$ cat src/rtl/core/ord_pkg.sv
// Package for the overwriting ring deque: sizes, operation codes, the decoded
// command type and the command channel between the front and the back.
// No dependencies.
package ord_pkg;

    localparam int CAPACITY = 16;
    localparam int PTR_W    = (CAPACITY > 1) ? $clog2(CAPACITY) : 1;
    localparam int OCC_W    = $clog2(CAPACITY + 1);

    localparam int FUNC_W  = 3;
    localparam int DATA_W  = 32;
    localparam int INDEX_W = 8;
    localparam int FILL_W  = 5;

    localparam logic [FUNC_W-1:0] FUNC_PUSH_BACK  = 3'd0;
    localparam logic [FUNC_W-1:0] FUNC_PUSH_FRONT = 3'd1;
    localparam logic [FUNC_W-1:0] FUNC_POP_BACK   = 3'd2;
    localparam logic [FUNC_W-1:0] FUNC_POP_FRONT  = 3'd3;
    localparam logic [FUNC_W-1:0] FUNC_READ       = 3'd4;

    typedef logic [PTR_W-1:0] ptr_t;
    typedef logic [OCC_W-1:0] occ_t;
    typedef logic signed [DATA_W-1:0] data_t;

    typedef enum logic [2:0] {
        OP_PUSH_BACK,
        OP_PUSH_FRONT,
        OP_POP_BACK,
        OP_POP_FRONT,
        OP_READ,
        OP_NONE
    } op_t;

    typedef struct packed {
        op_t   op;
        data_t value;
        ptr_t  slot;
    } cmd_t;

    typedef struct packed {
        logic valid;
        cmd_t cmd;
    } cmd_chan_t;

endpackage

$ cat src/rtl/core/ord_req_if.sv
// Request channel of the ring deque: valid, ready and one operation beat.
// Depends on ord_pkg for the field widths.
interface ord_req_if;
    logic                                  valid;
    logic                                  ready;
    logic [ord_pkg::FUNC_W-1:0]            func;
    logic signed [ord_pkg::DATA_W-1:0]     push_value;
    logic [ord_pkg::INDEX_W-1:0]           slot_index;

    modport source (output valid, output func, output push_value, output slot_index,
                    input ready);
    modport sink (input valid, input func, input push_value, input slot_index,
                  output ready);
endinterface

$ cat src/rtl/core/ord_rsp_if.sv
// Response channel of the ring deque: valid, ready and one result beat.
// Depends on ord_pkg for the field widths.
interface ord_rsp_if;
    logic                                  valid;
    logic                                  ready;
    logic signed [ord_pkg::DATA_W-1:0]     read_data;
    logic [ord_pkg::FILL_W-1:0]            fill_count;

    modport source (output valid, output read_data, output fill_count, input ready);
    modport sink (input valid, input read_data, input fill_count, output ready);
endinterface

$ cat src/rtl/core/ord_front.sv
// Front end of the ring deque: accepts request beats, decodes the operation,
// clamps the read index and queues the command in a two-entry queue.
// Depends on ord_pkg and ord_req_if.
module ord_front (
    input  logic               clk,
    input  logic               rst_n,
    ord_req_if.sink            req,
    output ord_pkg::cmd_chan_t cmd_out,
    input  logic               cmd_ready
);
    import ord_pkg::*;

    localparam int QDEPTH = 2;

    cmd_t        entries_reg [QDEPTH];
    logic        wr_ptr_reg;
    logic        wr_ptr_next;
    logic        rd_ptr_reg;
    logic        rd_ptr_next;
    logic [1:0]  count_reg;
    logic [1:0]  count_next;
    cmd_t        decoded;
    logic        push;
    logic        pop;

    always_comb
    begin
        decoded.value = req.push_value;
        if ({1'b0, req.slot_index} >= 9'(CAPACITY))
        begin
            decoded.slot = PTR_W'(CAPACITY - 1);
        end
        else
        begin
            decoded.slot = req.slot_index[PTR_W-1:0];
        end
        case (req.func)
            FUNC_PUSH_BACK:  decoded.op = OP_PUSH_BACK;
            FUNC_PUSH_FRONT: decoded.op = OP_PUSH_FRONT;
            FUNC_POP_BACK:   decoded.op = OP_POP_BACK;
            FUNC_POP_FRONT:  decoded.op = OP_POP_FRONT;
            FUNC_READ:       decoded.op = OP_READ;
            default:         decoded.op = OP_NONE;
        endcase
    end

    assign req.ready     = (count_reg != 2'(QDEPTH));
    assign push          = req.valid && req.ready;
    assign cmd_out.valid = (count_reg != 2'd0);
    assign cmd_out.cmd   = entries_reg[rd_ptr_reg];
    assign pop           = cmd_out.valid && cmd_ready;

    always_comb
    begin
        wr_ptr_next = push ? ~wr_ptr_reg : wr_ptr_reg;
        rd_ptr_next = pop ? ~rd_ptr_reg : rd_ptr_reg;
        count_next  = count_reg + 2'(push) - 2'(pop);
    end

    always_ff @(posedge clk or negedge rst_n)
    begin
        if (!rst_n)
        begin
            wr_ptr_reg <= 1'b0;
            rd_ptr_reg <= 1'b0;
            count_reg  <= 2'd0;
        end
        else
        begin
            wr_ptr_reg <= wr_ptr_next;
            rd_ptr_reg <= rd_ptr_next;
            count_reg  <= count_next;
        end
    end

    always_ff @(posedge clk)
    begin
        if (push)
        begin
            entries_reg[wr_ptr_reg] <= decoded;
        end
    end

    // The queue never holds more than its two entries.
    assert property (@(posedge clk) disable iff (!rst_n) count_reg <= 2'(QDEPTH))
        else $error("command queue overflow");

    // Pointers differ by the fill level: equal when empty or full, apart when one is held.
    assert property (@(posedge clk) disable iff (!rst_n)
        (count_reg == 2'd1) |-> (wr_ptr_reg != rd_ptr_reg))
        else $error("queue pointers disagree with count");

    // An accepted beat with nothing leaving raises the count by one.
    assert property (@(posedge clk) disable iff (!rst_n)
        (push && !pop) |=> (count_reg == $past(count_reg) + 2'd1))
        else $error("queue count did not follow a write");

endmodule

$ cat src/rtl/core/ord_back.sv
// Back end of the ring deque: holds the slots, the head and tail pointers and
// the occupancy, carries out one command per cycle unless rsp stalls, and
// registers the result. Depends on ord_pkg and ord_rsp_if.
module ord_back (
    input  logic               clk,
    input  logic               rst_n,
    input  ord_pkg::cmd_chan_t cmd_in,
    output logic               cmd_ready,
    ord_rsp_if.source          rsp
);
    import ord_pkg::*;

    data_t  slots_reg [CAPACITY];
    ptr_t   head_reg;
    ptr_t   head_next;
    ptr_t   tail_reg;
    ptr_t   tail_next;
    occ_t   occ_reg;
    occ_t   occ_next;
    logic   rsp_valid_reg;
    logic   rsp_valid_next;
    data_t  read_data_reg;
    logic [FILL_W-1:0] fill_reg;
    logic   exec;
    logic   wr_en;
    ptr_t   wr_addr;
    data_t  wr_data;
    data_t  rd_data;
    ptr_t   step_tail;
    ptr_t   step_head;

    function automatic ptr_t step_up(input ptr_t p);
        return (p == PTR_W'(CAPACITY - 1)) ? '0 : p + PTR_W'(1);
    endfunction

    function automatic ptr_t step_down(input ptr_t p);
        return (p == '0) ? PTR_W'(CAPACITY - 1) : p - PTR_W'(1);
    endfunction

    assign cmd_ready = !rsp_valid_reg || rsp.ready;
    assign exec      = cmd_in.valid && cmd_ready;

    always_comb
    begin
        head_next = head_reg;
        tail_next = tail_reg;
        occ_next  = occ_reg;
        wr_en     = 1'b0;
        wr_addr   = head_reg;
        wr_data   = cmd_in.cmd.value;
        rd_data   = '0;
        step_tail = step_up(tail_reg);
        step_head = step_down(head_reg);
        case (cmd_in.cmd.op)
            OP_PUSH_BACK, OP_PUSH_FRONT:
            begin
                wr_en = 1'b1;
                if (occ_reg == '0)
                begin
                    // First element: both ends sit on the head slot.
                    tail_next = head_reg;
                    occ_next  = OCC_W'(1);
                end
                else if (cmd_in.cmd.op == OP_PUSH_BACK)
                begin
                    tail_next = step_tail;
                    wr_addr   = step_tail;
                    if (step_tail == head_reg)
                    begin
                        head_next = step_up(head_reg);
                    end
                    else
                    begin
                        occ_next = occ_reg + OCC_W'(1);
                    end
                end
                else
                begin
                    head_next = step_head;
                    wr_addr   = step_head;
                    if (step_head == tail_reg)
                    begin
                        tail_next = step_down(tail_reg);
                    end
                    else
                    begin
                        occ_next = occ_reg + OCC_W'(1);
                    end
                end
            end
            OP_POP_BACK:
            begin
                if (occ_reg != '0)
                begin
                    wr_en     = 1'b1;
                    wr_addr   = tail_reg;
                    wr_data   = '0;
                    occ_next  = occ_reg - OCC_W'(1);
                    tail_next = step_down(tail_reg);
                end
            end
            OP_POP_FRONT:
            begin
                if (occ_reg != '0)
                begin
                    wr_en     = 1'b1;
                    wr_addr   = head_reg;
                    wr_data   = '0;
                    occ_next  = occ_reg - OCC_W'(1);
                    head_next = step_up(head_reg);
                end
            end
            OP_READ:
            begin
                rd_data = slots_reg[cmd_in.cmd.slot];
            end
            default:
            begin
            end
        endcase
    end

    always_comb
    begin
        if (exec)
        begin
            rsp_valid_next = 1'b1;
        end
        else if (rsp.ready)
        begin
            rsp_valid_next = 1'b0;
        end
        else
        begin
            rsp_valid_next = rsp_valid_reg;
        end
    end

    always_ff @(posedge clk or negedge rst_n)
    begin
        if (!rst_n)
        begin
            head_reg      <= '0;
            tail_reg      <= '0;
            occ_reg       <= '0;
            rsp_valid_reg <= 1'b0;
            for (int i = 0; i < CAPACITY; i++)
            begin
                slots_reg[i] <= '0;
            end
        end
        else
        begin
            rsp_valid_reg <= rsp_valid_next;
            if (exec)
            begin
                head_reg <= head_next;
                tail_reg <= tail_next;
                occ_reg  <= occ_next;
                if (wr_en)
                begin
                    slots_reg[wr_addr] <= wr_data;
                end
            end
        end
    end

    always_ff @(posedge clk)
    begin
        if (exec)
        begin
            read_data_reg <= rd_data;
            fill_reg      <= FILL_W'(occ_next);
        end
    end

    assign rsp.valid      = rsp_valid_reg;
    assign rsp.read_data  = read_data_reg;
    assign rsp.fill_count = fill_reg;

    assert property (@(posedge clk) disable iff (!rst_n) occ_reg <= OCC_W'(CAPACITY))
        else $error("occupancy above capacity");

    // With a single element both ends point at it.
    assert property (@(posedge clk) disable iff (!rst_n)
        (occ_reg == OCC_W'(1)) |-> (head_reg == tail_reg))
        else $error("head and tail apart with one element");

    // A push into a full ring keeps it full.
    assert property (@(posedge clk) disable iff (!rst_n)
        (exec && occ_reg == OCC_W'(CAPACITY)
         && (cmd_in.cmd.op == OP_PUSH_BACK || cmd_in.cmd.op == OP_PUSH_FRONT))
        |=> (occ_reg == OCC_W'(CAPACITY)))
        else $error("overwrite changed occupancy");

    // Occupancy moves by at most one per command.
    assert property (@(posedge clk) disable iff (!rst_n)
        exec |=> (occ_reg == $past(occ_reg) || occ_reg == $past(occ_reg) + OCC_W'(1)
                  || occ_reg == $past(occ_reg) - OCC_W'(1)))
        else $error("occupancy jumped");

endmodule

$ cat src/rtl/core/overwriting_ring_deque_top.sv
// Top level of the overwriting ring deque: joins the decoding front end and the
// executing back end through the command channel.
// Depends on ord_pkg, ord_req_if, ord_rsp_if, ord_front and ord_back.
//
// Usage: each beat on req carries func (push back, push front, pop back,
// pop front, read slot), push_value and slot_index. Every accepted beat gives
// exactly one beat on rsp with read_data (slot contents for a read, zero
// otherwise) and fill_count, the occupancy after the operation. A push into a
// full ring overwrites the element at the opposite end; a pop of an empty ring
// changes nothing; a pop clears the vacated slot to zero. An index at or above
// the capacity reads the last slot.
// An accepted beat passes through the command queue and then the output
// register before it is offered on rsp. Throughput is one beat per cycle while
// rsp.ready holds: a two-entry command queue feeds the back end, which finishes
// one command per cycle into a single output register.
// Reset clears the slots, both pointers, the occupancy and the queue.
// When the receiver stalls, the output register holds its beat, the back end
// stops, and the queue fills up to its two entries before req.ready drops.
module overwriting_ring_deque_top (
    input logic      clk,
    input logic      rst_n,
    ord_req_if.sink  req,
    ord_rsp_if.source rsp
);
    import ord_pkg::*;

    cmd_chan_t cmd;
    logic      cmd_ready;

    ord_front u_front (
        .clk       (clk),
        .rst_n     (rst_n),
        .req       (req),
        .cmd_out   (cmd),
        .cmd_ready (cmd_ready)
    );

    ord_back u_back (
        .clk       (clk),
        .rst_n     (rst_n),
        .cmd_in    (cmd),
        .cmd_ready (cmd_ready),
        .rsp       (rsp)
    );

endmodule
$ cat src/flat_wrapper.sv
// flat-port wrapper written by rule: the top's interface ports become plain ports
module overwriting_ring_deque_top_flat import ord_pkg::*;
  (clk, rst_n, req_valid, req_func, req_push_value, req_slot_index, req_ready, rsp_valid, rsp_read_data, rsp_fill_count, rsp_ready);
  ord_req_if req_i ();
  ord_rsp_if rsp_i ();
  input logic clk;
  input logic rst_n;
  input wire logic [$bits(req_i.valid)-1:0] req_valid;
  input wire logic [$bits(req_i.func)-1:0] req_func;
  input wire logic [$bits(req_i.push_value)-1:0] req_push_value;
  input wire logic [$bits(req_i.slot_index)-1:0] req_slot_index;
  output wire logic [$bits(req_i.ready)-1:0] req_ready;
  output wire logic [$bits(rsp_i.valid)-1:0] rsp_valid;
  output wire logic [$bits(rsp_i.read_data)-1:0] rsp_read_data;
  output wire logic [$bits(rsp_i.fill_count)-1:0] rsp_fill_count;
  input wire logic [$bits(rsp_i.ready)-1:0] rsp_ready;
  assign req_i.valid = req_valid;
  assign req_i.func = req_func;
  assign req_i.push_value = req_push_value;
  assign req_i.slot_index = req_slot_index;
  assign req_ready = req_i.ready;
  assign rsp_valid = rsp_i.valid;
  assign rsp_read_data = rsp_i.read_data;
  assign rsp_fill_count = rsp_i.fill_count;
  assign rsp_i.ready = rsp_ready;
  overwriting_ring_deque_top u_core (.clk(clk), .rst_n(rst_n), .req(req_i), .rsp(rsp_i));
endmodule
$ cat config.mk
export PLATFORM = sky130hd
export DESIGN_NAME = overwriting_ring_deque_top_flat
export DESIGN_NICKNAME = d
export VERILOG_FILES = /design/src/rtl/core/ord_pkg.sv /design/src/rtl/core/ord_req_if.sv /design/src/rtl/core/ord_rsp_if.sv /design/src/rtl/core/ord_front.sv /design/src/rtl/core/ord_back.sv /design/src/rtl/core/overwriting_ring_deque_top.sv /design/src/flat_wrapper.sv
export SDC_FILE = /design/constraint.sdc
export NUM_CORES = 1
export LEC_CHECK = 0
export ABC_AREA = 1
export BUFFER_PORTS_ARGS = -buffer_cell sky130_fd_sc_hd__buf_2
export CORE_ASPECT_RATIO = 0.8
export CORE_MARGIN = 8
export CORE_UTILIZATION = 50
export DETAILED_ROUTE_END_ITERATION = 16
export GPL_TIMING_DRIVEN = 1
export PLACE_DENSITY_LB_ADDON = 0.3
export SETUP_SLACK_MARGIN = 0.02
export SKIP_LAST_GASP = 1
export SYNTH_ARGS = -nofsm -noshare
export SYNTH_HDL_FRONTEND = slang
export SYNTH_SLANG_ARGS = --single-unit
$ cat constraint.sdc
create_clock -name clk -period 5.1 [get_ports clk]
set_clock_uncertainty 0.2 [all_clocks]
set_input_delay 0.255 -clock clk [delete_from_list [all_inputs] [get_ports clk]]
set_output_delay 0.255 -clock clk [all_outputs]
set_load 0.01 [all_outputs]
== After elaboration in Yosys (flattened, before gate mapping) ==
Memory sizes are Yosys's and may differ from the RTL's.
Cells that the tools add are included.

* Memories kept: 1
* Word-level logic and storage cells: 120
* RAM bits: 78
* Bits in registers: 567
* Input port bits: 47

{| class="wikitable"
|+ Memory list
! memory !! depth !! width !! read ports !! clocked after Yosys merged registers in !! write ports !! RTL line !! RTL
|-
| u_core.u_front.entries_reg || 2 || 39 || 1 || 0 || 1 || ord_front.sv:15 || <nowiki>cmd_t entries_reg [QDEPTH];</nowiki>
|}

* Eq/ne operators: 18
* Mux-type cells: 40
* Order comparisons: 4
* Bitwise logic cells: 4
* Reduce and logical (&&, ||, !) cells: 20
* Add/sub/neg operators: 8

{| class="wikitable"
|+ Operators with widths
! kind !! number
|-
| bitwise mux 512 bit || 1
|-
| 2-to-1 mux 32 bit || 5
|-
| binary-select mux 32 bit (select 4 bit) || 1
|-
| demux 32 bit (select 4 bit) || 1
|-
| 2-to-1 mux 4 bit || 16
|-
| 2-to-1 mux 5 bit || 5
|-
| case mux 4 bit (2 select lines) || 3
|-
| case mux 3 bit (5 select lines) || 1
|-
| equality test 3 x 2 -> 1 bit, second input constant || 4
|-
| >= comparator 5 bit, second input constant || 2
|-
| NOT 4 -> 5 bit || 2
|-
| case mux 5 bit (2 select lines) || 1
|-
| adder 4 x 1 -> 4 bit, second input constant || 2
|-
| equality test 4 bit || 2
|-
| equality test 4 bit, second input constant || 2
|-
| >= comparator 8 x 5 -> 1 bit, second input constant || 1
|-
| zero test 4 bit || 2
|-
| inequality test 2 bit, second input constant || 4
|-
| nonzero test 2 bit || 4
|-
| subtractor 4 x 1 -> 4 bit, second input constant || 2
|-
| equality test 3 x 1 -> 1 bit, second input constant || 2
|-
| equality test 3 bit, second input constant || 2
|-
| zero test 3 bit || 2
|-
| adder 5 x 1 -> 5 bit, second input constant || 1
|-
| other kinds (18) || 26
|}

== Logic depth before layout (Yosys ltp) ==
* Depth in word-level cells: 11
* Gate-level depth with buffers: 16

== Modules after synthesis ==
From an unflattened synthesis, not the netlist that was laid out.

* Cell total of the unflattened synthesis: 3757
* Area total of the unflattened synthesis: 30799.5 µm²

{| class="wikitable"
|+ By module, submodules not included
! module !! seq. area each (µm²) !! cells each !! area each (µm²) !! instances
|-
| ord_back || 14273.7 || 3507 || 27670.3 || 1
|-
| ord_front || 2442.3 || 250 || 3129.3 || 1
|}

== Least setup slack after synthesis ==
No wires, ideal clock.

* Kind: register -> register
* Start: reg u_core.u_back.rsp_valid_reg (netlist: u_core.u_back.rsp.valid)
* End: reg u_core.u_back.slots_reg[192] (netlist bit)
* Path slack: 0.826 ns
* Setup time: 0.066 ns
* Stages on the path, launching flop included: 12
* Data arrival time: 4.008 ns
* Required time: 4.834 ns
* Period minus slack after synthesis: 4.274 ns
* Path buffers: 2
* Cell sequence: dfrtp_1 > inv_1 > nor2_1 > a21oi_1 > inv_1 > a21oi_1 > nand3_2 > nor2_2 > buf_2 > buf_2 > nand3_1 > nand2_1

* Longest elaborated chain between the ends: 4

{| class="wikitable"
|+ Ends and longest elaborated chain
! element !! RTL line !! RTL
|-
| start, declared || ord_back.sv:20 || <nowiki>logic rsp_valid_reg;</nowiki>
|-
| start signal, assigned || ord_back.sv:154 || <nowiki>rsp_valid_reg <= rsp_valid_next;</nowiki>
|-
| zero test 1 bit || ord_back.sv:40 || <nowiki>assign cmd_ready = !rsp_valid_reg || rsp.ready;</nowiki>
|-
| logical OR 1 bit || ord_back.sv:40 ||
|-
| logical AND 1 bit || ord_back.sv:41 || <nowiki>assign exec = cmd_in.valid && cmd_ready;</nowiki>
|-
| net u_core.u_back.exec || ord_back.sv:24 || <nowiki>logic exec;</nowiki>
|-
| AND reduction 2 bit (no source line) || -- ||
|-
| end signal, assigned by index || ord_back.sv:162 || <nowiki>slots_reg[wr_addr] <= wr_data;</nowiki>
|-
| end, declared || ord_back.sv:13 || <nowiki>data_t slots_reg [CAPACITY];</nowiki>
|}

The timed path passes the listed nets, and every way through them passes these cells.
A chain may end at the register's enable or synchronous reset.

== Final worst setup path ==
* Start: reg u_core.u_front.rd_ptr_reg
* End: reg u_core.u_back.slots_reg[486] (netlist bit)

* Longest elaborated chain between the ends: 11
* Elaborated cells on any way between the ends: 21

{| class="wikitable"
|+ Ends and longest elaborated chain
! element !! RTL line !! RTL
|-
| start, declared || ord_front.sv:18 || <nowiki>logic rd_ptr_reg;</nowiki>
|-
| start signal, assigned || ord_front.sv:71 || <nowiki>rd_ptr_reg <= rd_ptr_next;</nowiki>
|-
| memory read (2 x 39 bit) (*) || -- ||
|-
| zero test 3 bit || ord_back.sv:54, ord_back.sv:64 ||
|-
| 2-to-1 mux 4 bit || ord_back.sv:64 || <nowiki>else if (cmd_in.cmd.op == OP_PUSH_BACK)</nowiki>
|-
| 2-to-1 mux 4 bit || ord_back.sv:58 || <nowiki>if (occ_reg == '0)</nowiki>
|-
| case mux 4 bit (2 select lines) || ord_back.sv:54 || <nowiki>case (cmd_in.cmd.op)</nowiki>
|-
| NOT 4 -> 5 bit (not written as such) || ord_back.sv:162 ||
|-
| >= comparator 5 bit (not written as such) or less-than comparator 5 x 1 -> 1 bit (tied branches) || ord_back.sv:162 ||
|-
| logical AND 1 bit (not written as such) || ord_back.sv:162 ||
|-
| 2-to-1 mux 32 bit (not written as such) || ord_back.sv:162 ||
|-
| demux 32 bit (select 4 bit) || ord_back.sv:162 ||
|-
| bitwise mux 512 bit || ord_back.sv:162 ||
|}

Every way passes the cells marked *; elsewhere a longest branch is shown, timed or not.

==> metrics.md <==
| Metric | Value |
|---|---|
| Post-synth EDFFs | 115 |
| Max layer used | met4 |
| CP peak stage delay | 870 ps |
| Share of cells above drive strength 1 | 8.30% |
| Routed length on met2 | 43.4 mm |
| Remaining global-route overflow | 0 |
| Status | finished, final reports clean |
| DRT antenna net count | 0 |
| Largest net degree at the start of global routing | 257 |
| Filler Cells Inserted | 5,578 |
| Post-Syn Area per Cell | 8.17 um^2 |
| Finished Layout Cells | 4,590 |
| CTS Buf Count | 66 |
| Vias after detailed routing | 27.2k |
| FFs w/ async S/R, synth | 82.2% |
| Placer Congestion | 0.925 |
| Maxcap violations | 0 |
| Area of the mapped netlist | 30,800 um^2 |
| Synthesized netlist cell count | 3,764 |
| Starting Density | 50.4% |
| # resized after CTS | 0 |
| Setup TNS | 0 ps |
| Port Buffers | 85 |
| Crit start category | flop |
| Synth Flop Type | dfrtp_1 |
| Area of the die | 69,800 um^2 |
| Worst Setup End Kind | flop |
| H-tree Lvls | 3 |
| Yosys cell types | 41 |
| Clock buffer depth | 3 |
| Fin crit share | 82.7% |
| Layout area overhead | 11.4% |
| Largest delay share family, worst path | simple AND/OR/NAND/NOR gates |
| Hpwl dp | 50.6 mm |
| Critical Path RT | 5390 ps |
| CTS root buf | clkbuf_16 |
| First-pass GRT wire length | 152 mm |
| Warnings from Yosys | 0 |
| Total GRT Usage | 27.3% |
| Row count | 81 |
| Most frequent cells in the layout | 1,265 x nand2_1, 610 x nand3_1, 529 x dfrtp_1 |
| Bufs and invs on worst path | 1 |
| Avg WL per Cell | 21.0 um |
| Synth top area share | 43.1% |
| Worst VDD drop | 0.742 mV |
| LEAKAGE | 17.2 nW |
| Post-synthesis sequential area ratio | 54.3% |
| Critical Path Fanout Max | 36 |
| Post-CTS Setup Bufs | 0 |
| Final antenna diode count | 0 |
| Critical-path cell list | inv_2 > nand2_1 > o21ai_4 > nand3_4 > nand2_2 > nand2_1 > nor2_1 > nand2_1 > nand2_1 > nand2_1 > nor2_4 > nand2_2 > nand2_1 > nand2_1 |
| DIE WIDTH | 293 um |
| TritonCTS clock tree | done |
| # IOs | 86 |
| Syn nets | 3,821 |
| Most common cell after layout, fill and taps aside | nand2_1 |
| Cts hold-fix bufs | 46 |
| Detailed-route vias per instance | 5.92 |
| Critical path arrival | 4510 ps |
| Clock transition at path regs | 60 ps |
| Drt pass-1 iters | 6 |
| Placed cells | 4,424 |
| Slew HR | 17.9% |
| Clock sink count | 645 |
| Clk_lat worst skew | 610 ps |
| PwrDens | 710 nW/um^2 |
| Initial antenna violation count | 0 |
| Cell type with the largest total area after synthesis | dfrtp_1 |
| Core area | 61,000 um^2 |
| Seq cells post-synth | 645 |
| Hold Fails Final Rpt | 0 |
| Chip height | 238 um |
| Met1 Wirelength | 40.1 mm |
| Layout Nets | 3,765 |
| Vias in the first global route | 26.3k |
| Max reg flops | 512 |
| Met3 wire length | 9.52 mm |
| CP max stage cell | nand2_2 |
| Critical path class | flop to flop |
| Setup-failing EPs final | 0 |
| Synth area leaders | dfrtp_1 43%, nand2_1 16%, edfxtp_1 11% |
| CP most frequent cell | nand2_1 |
| # DRC | 0 |
| Final Max Slew Viols | 0 |
| HP Class | input pin to async pin |
| Drt total wl | 96.5 mm |
| RSZ-0062 raised after global routing | false |
| Minimum clock period | 4220 ps |
| DRT iter0 DRCs | 3,273 |
| Least-Margin Pin Slew | 1230 ps |
| FMAX | 237 MHz |
## metrics by stage
step / utilization [%] / total power, W / hold WS (ps) / cell area (um^2) / setup WS (ps)
global route: 56.2 / 0.0258 / 137 / 34300 / 632
floorplan: - / 0.0155 / -241 / 30800 / 826
detailed placement: 51.8 / 0.0191 / 152 / 31600 / 1010
finish: 56.2 / 0.0243 / 44.0 / 34300 / 880
global placement: 51.8 / 0.0189 / 153 / 31600 / 1100
CTS: 56.2 / 0.0241 / 97.6 / 34300 / 968
## cells by family (layout without fill, tap and decap cells)
family          Yosys count  in the layout  share of synthesized area (%)
fa+ha+maj                10             10                          0.407
flops                   645            645                           54.3
simple gates           2217           2217                           30.0
buf+inv                 403            399                           5.45
compound gates          478            478                           9.51
xor+xnor                 11             11                          0.313
## synthesized netlist by cell type (2+ instances only)
| cell type | count |
|---|---|
| nand3_1 | 611 |
| a22oi_1 | 3 |
| o22ai_1 | 12 |
| nor2_2 | 3 |
| clkbuf_1 | 186 |
| buf_4 | 6 |
| buf_2 | 113 |
| o21ai_0 | 275 |
| xnor2_1 | 2 |
| a21oi_2 | 2 |
| dfrtp_1 | 530 |
| o221ai_1 | 106 |
| inv_2 | 6 |
| nand3_2 | 2 |
| nand2_2 | 8 |
| buf_1 | 9 |
| inv_1 | 82 |
| o211ai_1 | 22 |
| or2_2 | 3 |
| nor2_1 | 292 |
| ha_1 | 10 |
| edfxtp_1 | 115 |
| nor3_1 | 3 |
| xor2_1 | 9 |
| nand2_1 | 1282 |
| o2111ai_1 | 2 |
| nor2_4 | 6 |
| a21oi_1 | 45 |
| o21ai_4 | 2 |
| o21ai_1 | 4 |
| nand4_1 | 3 |
## layout make-up
type	instances	area, um^2	area share (%)
flip-flops and latches	645	16700	48.8
multi-input cells	2716	12500	36.5
clock buffers	99	1980	5.78
repair buffers	190	1450	4.24
well taps	830	1040	3.03
inverters	89	347	1.01
clock inverters	21	231	0.675
## worst register-to-register path: cells and delay by family (launching register included)
family | cells | cell delay, ps
flops | 1 | 410
compound gates | 1 | 170
buf+inv | 1 | 520
simple gates | 12 | 2800
## worst paths after layout
| kind | startpoint | endpoint | slack, ps | cells after the start |
|---|---|---|---|---|
| setup reg to reg | u_core.u_front.rd_ptr_reg | u_core.u_back.slots_reg[486] | 880 | 14 |
| max in group asynchronous | rst_n | u_core.u_back.slots_reg[64] | 3380 | 3 |
| setup / recovery | u_core.u_front.rd_ptr_reg | u_core.u_back.slots_reg[486] | 880 | 14 |
| min in group clk | req_push_value[20] | u_core.u_front.entries_reg[0][24] | 160 | 2 |
| hold / removal | rst_n | u_core.u_back.slots_reg[5] | 40 | 2 |
| hold reg to reg | u_core.u_back.slots_reg[328] | u_core.u_back.slots_reg[328] | 260 | 2 |
## power breakdown
group	switching, W	internal, W	total, W
Sequential	0.000961	0.00717	0.00814
Clock	0.00210	0.00291	0.00501
Combinational	0.00845	0.00274	0.0112
Total	0.0115	0.0128	0.0243
## per-layer routing
layer  up-vias  track usage, %
li1      12400               -
met1     13200            38.0
met2      1366            42.0
met3       207            5.58
met4         0            10.8
met5         -               0
Power figures use the tool's default switching activity.
